$ cat config.mk
export PLATFORM = sky130hd
export DESIGN_NAME = approximate_pattern_match
export DESIGN_NICKNAME = d
export VERILOG_FILES = /design/src/hw/rtl/apm_pkg.sv /design/src/hw/rtl/apm_cfg.sv /design/src/hw/rtl/apm_cell.sv /design/src/hw/rtl/approximate_pattern_match.sv
export SDC_FILE = /design/constraint.sdc
export NUM_CORES = 2
export LEC_CHECK = 0
export ABC_AREA = 1
export BUFFER_PORTS_ARGS = -buffer_cell sky130_fd_sc_hd__buf_2
export CAP_MARGIN = 20
export CORE_ASPECT_RATIO = 0.5
export CORE_UTILIZATION = 35
export CTS_CLUSTER_DIAMETER = 80
export DETAILED_ROUTE_END_ITERATION = 10
export SKIP_CTS_REPAIR_TIMING = 1
export SYNTH_ARGS = -nofsm -noshare
export SYNTH_HDL_FRONTEND = slang
export SYNTH_SLANG_ARGS = --single-unit
$ cat constraint.sdc
create_clock -name clk -period 14.3 [get_ports clk]
set_clock_uncertainty 0.1 [all_clocks]
set_input_delay 2.145 -clock clk [delete_from_list [all_inputs] [get_ports clk]]
set_output_delay 2.145 -clock clk [all_outputs]
set_load 0.05 [all_outputs]
$ cat src/hw/rtl/apm_pkg.sv
// Shared types and constants of the approximate pattern matcher.
// Used by apm_cfg, apm_cell, approximate_pattern_match and the bench; depends on nothing.
package apm_pkg;

  // Pattern capacity and text position counter width
  localparam int MAX_PATTERN   = 32;
  localparam int POSITION_BITS = 32;

  // Field widths
  localparam int CHAR_W    = 8;
  localparam int DIST_W    = $clog2(MAX_PATTERN + 2);
  localparam int LEN_W     = 6;
  localparam int REG_W     = 64;
  localparam int CFG_IDX_W = 3;
  localparam int OUT_POS_W = 32;
  localparam int OUT_DST_W = 6;
  localparam int OUT_DATA_W = 40;

  // Register indexes of the configuration port
  localparam logic [CFG_IDX_W-1:0] REG_PATTERN_0  = 3'd0;
  localparam logic [CFG_IDX_W-1:0] REG_PATTERN_1  = 3'd1;
  localparam logic [CFG_IDX_W-1:0] REG_PATTERN_2  = 3'd2;
  localparam logic [CFG_IDX_W-1:0] REG_PATTERN_3  = 3'd3;
  localparam logic [CFG_IDX_W-1:0] REG_PAT_LENGTH = 3'd4;
  localparam logic [CFG_IDX_W-1:0] REG_MAX_ERRORS = 3'd5;

  // Settings seen by the cell row and the output stage
  typedef struct packed {
    logic [MAX_PATTERN-1:0][CHAR_W-1:0] pattern;
    logic [DIST_W-1:0]                  row_sel;
    logic [LEN_W-1:0]                   max_errors;
  } apm_cfg_t;

  // One text character travelling down the row of cells
  typedef struct packed {
    logic              valid;
    logic [CHAR_W-1:0] text_char;
    logic              new_text;
    logic [DIST_W-1:0] up;
    logic [DIST_W-1:0] diag;
    logic [DIST_W-1:0] sel_dist;
  } apm_token_t;

endpackage

$ cat src/hw/rtl/apm_cfg.sv
// Configuration registers of the approximate pattern matcher.
// Depends on apm_pkg; feeds pattern bytes, row select and threshold to the core.
module apm_cfg (
  input  logic                            clk,
  input  logic                            rst,
  input  logic                            cfg_valid,
  input  logic [apm_pkg::CFG_IDX_W-1:0]   cfg_index,
  input  logic [apm_pkg::REG_W-1:0]       cfg_data,
  output apm_pkg::apm_cfg_t               cfg
);

  logic [3:0][apm_pkg::REG_W-1:0] pattern_bytes;
  logic [apm_pkg::LEN_W-1:0]      pattern_length;
  logic [apm_pkg::LEN_W-1:0]      max_errors;

  // Write one register per accepted write; unknown indexes fall through
  always_ff @(posedge clk) begin
    if (rst) begin
      pattern_bytes  <= '0;
      pattern_length <= apm_pkg::LEN_W'(1);
      max_errors     <= '0;
    end else if (cfg_valid) begin
      unique case (cfg_index)
        apm_pkg::REG_PATTERN_0:  pattern_bytes[0] <= cfg_data;
        apm_pkg::REG_PATTERN_1:  pattern_bytes[1] <= cfg_data;
        apm_pkg::REG_PATTERN_2:  pattern_bytes[2] <= cfg_data;
        apm_pkg::REG_PATTERN_3:  pattern_bytes[3] <= cfg_data;
        apm_pkg::REG_PAT_LENGTH: pattern_length   <= cfg_data[apm_pkg::LEN_W-1:0];
        apm_pkg::REG_MAX_ERRORS: max_errors       <= cfg_data[apm_pkg::LEN_W-1:0];
        default: ;
      endcase
    end
  end

  // Slice the pattern bytes, character 0 in the low byte of register 0
  for (genvar i = 0; i < apm_pkg::MAX_PATTERN; i++) begin : g_char
    assign cfg.pattern[i] = pattern_bytes[i / 8][(i % 8) * 8 +: 8];
  end

  // Clamp the length into 1..MAX_PATTERN to pick the reported row
  always_comb begin
    if (pattern_length == '0) begin
      cfg.row_sel = apm_pkg::DIST_W'(1);
    end else if (pattern_length > apm_pkg::LEN_W'(apm_pkg::MAX_PATTERN)) begin
      cfg.row_sel = apm_pkg::DIST_W'(apm_pkg::MAX_PATTERN);
    end else begin
      cfg.row_sel = apm_pkg::DIST_W'(pattern_length);
    end
  end

  assign cfg.max_errors = max_errors;

endmodule

$ cat src/hw/rtl/apm_cell.sv
// One row cell of the edit-distance column: holds the row entry and
// registers the character token for the next row. Depends on apm_pkg.
module apm_cell (
  input  logic                          clk,
  input  logic                          rst,
  input  logic                          advance,
  input  logic [apm_pkg::DIST_W-1:0]    row_index,
  input  logic [apm_pkg::CHAR_W-1:0]    pattern_char,
  input  logic [apm_pkg::DIST_W-1:0]    row_sel,
  input  apm_pkg::apm_token_t           tok_in,
  output apm_pkg::apm_token_t           tok_out
);

  logic [apm_pkg::DIST_W-1:0] entry;
  logic [apm_pkg::DIST_W-1:0] old_entry;
  logic [apm_pkg::DIST_W-1:0] sub_cost;
  logic [apm_pkg::DIST_W-1:0] up_cost;
  logic [apm_pkg::DIST_W-1:0] left_cost;
  logic [apm_pkg::DIST_W-1:0] best;
  apm_pkg::apm_token_t        tok_next;

  // A new text restarts the column at entry i = i
  assign old_entry = tok_in.new_text ? row_index : entry;

  // Take the cheapest of substitute, delete and insert
  always_comb begin
    sub_cost  = tok_in.diag + apm_pkg::DIST_W'(pattern_char != tok_in.text_char);
    up_cost   = tok_in.up + apm_pkg::DIST_W'(1);
    left_cost = old_entry + apm_pkg::DIST_W'(1);
    best      = sub_cost;
    if (up_cost < best) begin
      best = up_cost;
    end
    if (left_cost < best) begin
      best = left_cost;
    end
  end

  // Build the token for the next row; capture the result at the selected row
  always_comb begin
    tok_next           = tok_in;
    tok_next.up        = best;
    tok_next.diag      = old_entry;
    tok_next.sel_dist  = (row_index == row_sel) ? best : tok_in.sel_dist;
  end

  // Hold the row entry; update it when a character passes
  always_ff @(posedge clk) begin
    if (rst) begin
      entry <= row_index;
    end else if (advance && tok_in.valid) begin
      entry <= best;
    end
  end

  // Advance the token register
  always_ff @(posedge clk) begin
    if (rst) begin
      tok_out.valid <= 1'b0;
    end else if (advance) begin
      tok_out.valid <= tok_in.valid;
    end
    if (advance) begin
      tok_out.text_char <= tok_next.text_char;
      tok_out.new_text  <= tok_next.new_text;
      tok_out.up        <= tok_next.up;
      tok_out.diag      <= tok_next.diag;
      tok_out.sel_dist  <= tok_next.sel_dist;
    end
  end

endmodule

$ cat src/hw/rtl/approximate_pattern_match.sv
// Approximate pattern matcher (k differences): top level with config,
// cell row and output stage. Depends on apm_pkg, apm_cfg and apm_cell.
//
// Usage:
//   Write the pattern bytes, length and threshold on the cfg channel while
//   the block is idle (cfg_ready is always high). Send text characters on
//   s_tdata, with s_tuser set on the first character of a new text to
//   restart the distance column and the position count.
//   Every character gives one item on m_tdata: its 1-based position, the
//   edit distance of the whole pattern ending there, and the match flag.
//   Path: a character passes through the token register of each cell in
//   turn, then the output register; the first cell register loads at the
//   accepting edge. Throughput: one character per cycle while not stalled;
//   each cell updates its row entry as the character passes, so the next
//   character can follow directly.
//   Stall: while m_tvalid is high and m_tready low the whole row freezes and
//   s_tready drops; no item is lost or repeated.
//   Reset: pattern cleared, length 1, threshold 0, column 0..MAX_PATTERN,
//   position 0, no item in flight.
module approximate_pattern_match (
  input  logic                               clk,
  input  logic                               rst,
  // Text input
  input  logic                               s_tvalid,
  output logic                               s_tready,
  input  logic [7:0]                         s_tdata,   // [7:0] text_char
  input  logic [0:0]                         s_tuser,   // [0] new_text
  // Results
  output logic                               m_tvalid,
  input  logic                               m_tready,
  output logic [apm_pkg::OUT_DATA_W-1:0]     m_tdata,   // [31:0] end_position,
                                                        // [37:32] distance,
                                                        // [38] is_match, [39] zero
  // Configuration writes
  input  logic                               cfg_valid,
  output logic                               cfg_ready,
  input  logic [apm_pkg::CFG_IDX_W-1:0]      cfg_index,
  input  logic [apm_pkg::REG_W-1:0]          cfg_data
);

  localparam logic [apm_pkg::POSITION_BITS-1:0] POS_LIMIT = '1;

  apm_pkg::apm_cfg_t                cfg;
  apm_pkg::apm_token_t              tok [apm_pkg::MAX_PATTERN+1];
  logic                             advance;
  logic [apm_pkg::POSITION_BITS-1:0] position;
  logic [apm_pkg::POSITION_BITS-1:0] position_next;
  logic [apm_pkg::OUT_POS_W-1:0]    end_position;
  logic [apm_pkg::OUT_DST_W-1:0]    distance;
  logic                             is_match;

  assign cfg_ready = 1'b1;

  apm_cfg u_cfg (
    .clk       (clk),
    .rst       (rst),
    .cfg_valid (cfg_valid),
    .cfg_index (cfg_index),
    .cfg_data  (cfg_data),
    .cfg       (cfg)
  );

  // Move the whole row when the output register is free or being drained
  assign advance  = !m_tvalid || m_tready;
  assign s_tready = advance;

  // Entry token: row zero is fixed at 0
  always_comb begin
    tok[0].valid     = s_tvalid;
    tok[0].text_char = s_tdata;
    tok[0].new_text  = s_tuser[0];
    tok[0].up        = '0;
    tok[0].diag      = '0;
    tok[0].sel_dist  = '0;
  end

  // Row of cells, one per pattern character
  for (genvar k = 0; k < apm_pkg::MAX_PATTERN; k++) begin : g_cell
    apm_cell u_cell (
      .clk          (clk),
      .rst          (rst),
      .advance      (advance),
      .row_index    (apm_pkg::DIST_W'(k + 1)),
      .pattern_char (cfg.pattern[k]),
      .row_sel      (cfg.row_sel),
      .tok_in       (tok[k]),
      .tok_out      (tok[k+1])
    );
  end

  // Count positions in output order, restart on new text, saturate
  always_comb begin
    if (tok[apm_pkg::MAX_PATTERN].new_text) begin
      position_next = apm_pkg::POSITION_BITS'(1);
    end else if (position != POS_LIMIT) begin
      position_next = position + apm_pkg::POSITION_BITS'(1);
    end else begin
      position_next = position;
    end
  end

  always_ff @(posedge clk) begin
    if (rst) begin
      position <= '0;
      m_tvalid <= 1'b0;
    end else if (advance) begin
      m_tvalid <= tok[apm_pkg::MAX_PATTERN].valid;
      if (tok[apm_pkg::MAX_PATTERN].valid) begin
        position <= position_next;
      end
    end
  end

  // Register the result fields
  always_ff @(posedge clk) begin
    if (advance && tok[apm_pkg::MAX_PATTERN].valid) begin
      if (apm_pkg::POSITION_BITS > apm_pkg::OUT_POS_W &&
          position_next > apm_pkg::POSITION_BITS'(32'hFFFF_FFFF)) begin
        end_position <= '1;
      end else begin
        end_position <= apm_pkg::OUT_POS_W'(position_next);
      end
      distance <= apm_pkg::OUT_DST_W'(tok[apm_pkg::MAX_PATTERN].sel_dist);
      is_match <= apm_pkg::LEN_W'(tok[apm_pkg::MAX_PATTERN].sel_dist) <= cfg.max_errors;
    end
  end

  assign m_tdata = {1'b0, is_match, distance, end_position};

  // The reported distance never exceeds the selected row
  a_dist_bound: assert property (@(posedge clk) disable iff (rst)
    m_tvalid |-> (distance <= apm_pkg::OUT_DST_W'(cfg.row_sel)))
    else $error("distance above selected pattern length");

  // Positions are 1-based
  a_pos_nonzero: assert property (@(posedge clk) disable iff (rst)
    m_tvalid |-> (end_position != '0))
    else $error("zero end position");

  // No result appears right after reset
  a_reset_empty: assert property (@(posedge clk)
    $past(rst) |-> !m_tvalid)
    else $error("result valid right after reset");

endmodule

==> results.json <==
{
  "status": "finished, final reports clean",
  "ys.flop_type": "edfxtp_1",
  "yosys_warnings": 0,
  "final_common_cell": "nand2_1",
  "dieHeight_um": 329,
  "period_minus_slack_ns": 5.68,
  "rr_endpoint": "g_cell[15].u_cell.tok_out[2]$_DFFE_PN_",
  "wirelength_mm": 190,
  "endpoint_kind": "output pin",
  "drcViolationCount": 0,
  "synth_edf_count": 883,
  "wl_met2_mm": 83.7,
  "synthCells": 8651,
  "period_share": 0.397,
  "power_density_nw_per_um2": 175,
  "place_worst_setup_slack_ns": 8.37,
  "vias": 56961,
  "hold_viol": 0,
  "synth_seq_cells": 1408,
  "ff2ff_setup_slack_ns": 8.63,
  "critPathMaxFanout": 88,
  "critPathKind": "primary input to output pin",
  "startpoint_type": "primary input",
  "arrival_ns": 3.44,
  "syn-cell-area_um2": 74900,
  "fin_hold_ws_ns": 0.331,
  "cts_made_buffers": 149,
  "synth-simple-area-share": 0.232,
  "cts_root_buf": "clkbuf_16",
  "dp_hpwl_mm": 136,
  "fin_cells": 11719,
  "cp-endpoint": "s_tready",
  "yosysSeqAreaShare": 0.494,
  "grt_pass1_wl_mm": 295,
  "cts_sinks": 1408,
  "synth_fa_ha_area_frac": 0.0686,
  "overflow": 0,
  "port_buffers": 121,
  "slew-limit-headroom": 0.237,
  "vias_per_cell": 4.86,
  "htreeDepth": 4,
  "rsz0062_at_grt": "no",
  "track_usage": 0.171,
  "drt_iter0_drc": 4863,
  "hold_class": "flop to flop",
  "synthXorXnorAreaFrac": 0.0650,
  "grt_start_max_net_pins": 189,
  "power.static_leakage_nw": 37.0,
  "insertion_delay_ns": 0.81,
  "top_layer": "met5",
  "ant_nets": 0,
  "max_freq_mhz": 176,
  "drive_gt1_frac": 0.0686,
  "nets": 9254,
  "die_w_um": 656,
  "setup_violations": 0,
  "layout_common_cells": "nand2_1 (1,763), inv_1 (1,008), edfxtp_1 (883)",
  "clk_pin_slew_ns": 0.06,
  "crit_required_ns": 12.06,
  "total_power_mw": 14.6,
  "async_reset_ff_frac": 0,
  "finalSetupTns_ns": 0,
  "slew_violations": 0,
  "avgSynthCellArea_um2": 8.66,
  "synth_cell_types": 49,
  "ir_worst_vdd_v": 0.0000884,
  "synth_top_family_by_area": "simple AND/OR/NAND/NOR gates",
  "finalWorstSetupSlack_ns": 8.62,
  "synth-compound-area-share": 0.0747,
  "startpoint": "m_tready",
  "antenna_found_initial": 5,
  "finalWeightedCongestion": 0.875,
  "ff2ff_path_depth": 21,
  "wl_met3_mm": 11.4,
  "grt_pass1_vias": 53101,
  "wl_per_cell_um": 16.2,
  "tritoncts": "built",
  "met1_length_mm": 89.2,
  "start_util": 0.354,
  "die_area_um2": 216000,
  "syn2layout_area_growth_pct": 11.4,
  "maxCapViolations": 0,
  "synth.area.mux_share": 0,
  "placed_cells": 11453,
  "worst_pin_slew_ns": 1.14,
  "reg2reg_from": "g_cell[14].u_cell.tok_out[26]$_DFFE_PN_",
  "core-area_um2": 212000,
  "clk_path_buf_depth": 4,
  "rows": 119,
  "ioPinCount": 124,
  "drt_pass1_iterations": 8
}
==> routing by layer <==
metal / global-route usage / vias up
li1: - / 28984
met1: 0.238 / 26413
met2: 0.273 / 1274
met3: 0.0298 / 286
met4: 0.0519 / 4
met5: 0 / -
==> cell usage after synthesis, types with 4 or more instances <==
cell type,count,share of area
xnor2_1,300,0.035
a211oi_2,9,0.0015
buf_2,43,0.0029
o21ai_1,65,0.0043
inv_2,16,0.00080
nor2_4,4,0.00060
xor2_1,256,0.030
nor2_1,853,0.043
a21oi_1,382,0.026
or2_2,58,0.0048
nand2_2,63,0.0053
buf_4,15,0.0015
nand3_1,818,0.055
edfxtp_1,883,0.35
nand2_4,19,0.0029
clkbuf_1,140,0.0070
inv_1,1008,0.050
nand2_1,1764,0.088
nor3_1,26,0.0017
or2_1,4,0.00033
or4_1,31,0.0031
nand4_1,141,0.012
nand3b_1,14,0.0014
and2_1,79,0.0066
nor3_2,11,0.0015
ha_1,411,0.069
and3_1,7,0.00058
clkinv_1,16,0.00080
nand3_2,24,0.0032
buf_6,14,0.0021
o21ai_0,581,0.039
dfxtp_1,525,0.14
a211oi_1,25,0.0025
o21a_1,11,0.0011
nor4_1,16,0.0013
==> kinds of logic (layout without fill, tap and decap cells) <==
kind of cell / Yosys count / in the layout
XOR/XNOR: 556 / 556
AND/OR/NAND/NOR: 3938 / 3938
flip-flops: 1408 / 1408
adder cells (fa/ha/maj): 411 / 411
other: 2 / 14
AO/OA/AOI/OAI: 1082 / 1082
buffers and inverters: 1254 / 1467
==> sequential cells by signal, summed over array words and instances (netlist names) <==
signal and cells:
distance 6, end_position 32, g_cell.u_cell.entry 192, g_cell.u_cell.tok_out 876, is_match 1, m_tvalid 1, position 32, u_cfg.cfg 256
u_cfg.max_errors 6, u_cfg.pattern_length 6
==> worst min path at each step <==
stage                                                       start  cells after the start                                      end
after floorplan            g_cell[0].u_cell.entry[2]$_SDFFE_PP0P_                      2   g_cell[0].u_cell.entry[2]$_SDFFE_PP0P_
after global placement     g_cell[0].u_cell.entry[2]$_SDFFE_PP0P_                      2   g_cell[0].u_cell.entry[2]$_SDFFE_PP0P_
after detailed placement   g_cell[0].u_cell.entry[2]$_SDFFE_PP0P_                      2   g_cell[0].u_cell.entry[2]$_SDFFE_PP0P_
after CTS                 g_cell[26].u_cell.tok_out[25]$_DFFE_PN_                      0  g_cell[27].u_cell.tok_out[25]$_DFFE_PN_
after global routing      g_cell[26].u_cell.tok_out[25]$_DFFE_PN_                      0  g_cell[27].u_cell.tok_out[25]$_DFFE_PN_
final                     g_cell[26].u_cell.tok_out[25]$_DFFE_PN_                      0  g_cell[27].u_cell.tok_out[25]$_DFFE_PN_
==> area by class of cell <==
cell class,count,area (um^2)
multi-input combinational,5999,33100
timing repair buffer,163,947
antenna,2,5.00
inverter,1041,3920
fill,20961,128000
sequential,1408,37000
clock buffer,187,4080
clock inverter,76,856
tap,2843,3560
==> power by group <==
part / switching (mW) / internal, mW / leakage (nW)
Sequential: 0.279 / 4.86 / 13.5
Combinational: 3.74 / 1.74 / 21.1
Clock: 1.67 / 2.34 / 2.42
Total: 5.69 / 8.94 / 37.0
==> critical path, stage by stage <==
cell	delay [ns]
buf_2	0.10
nor2_4	0.05
inv_8	0.39
buf_2	0.62
==> stage by stage <==
stage                util  area (um^2)
floorplan               -        75000
global route        0.394        83500
detailed placement  0.371        78500
finish              0.395        83500
CTS                 0.394        83500
global placement    0.371        78500
Power figures use the tool's default switching activity.
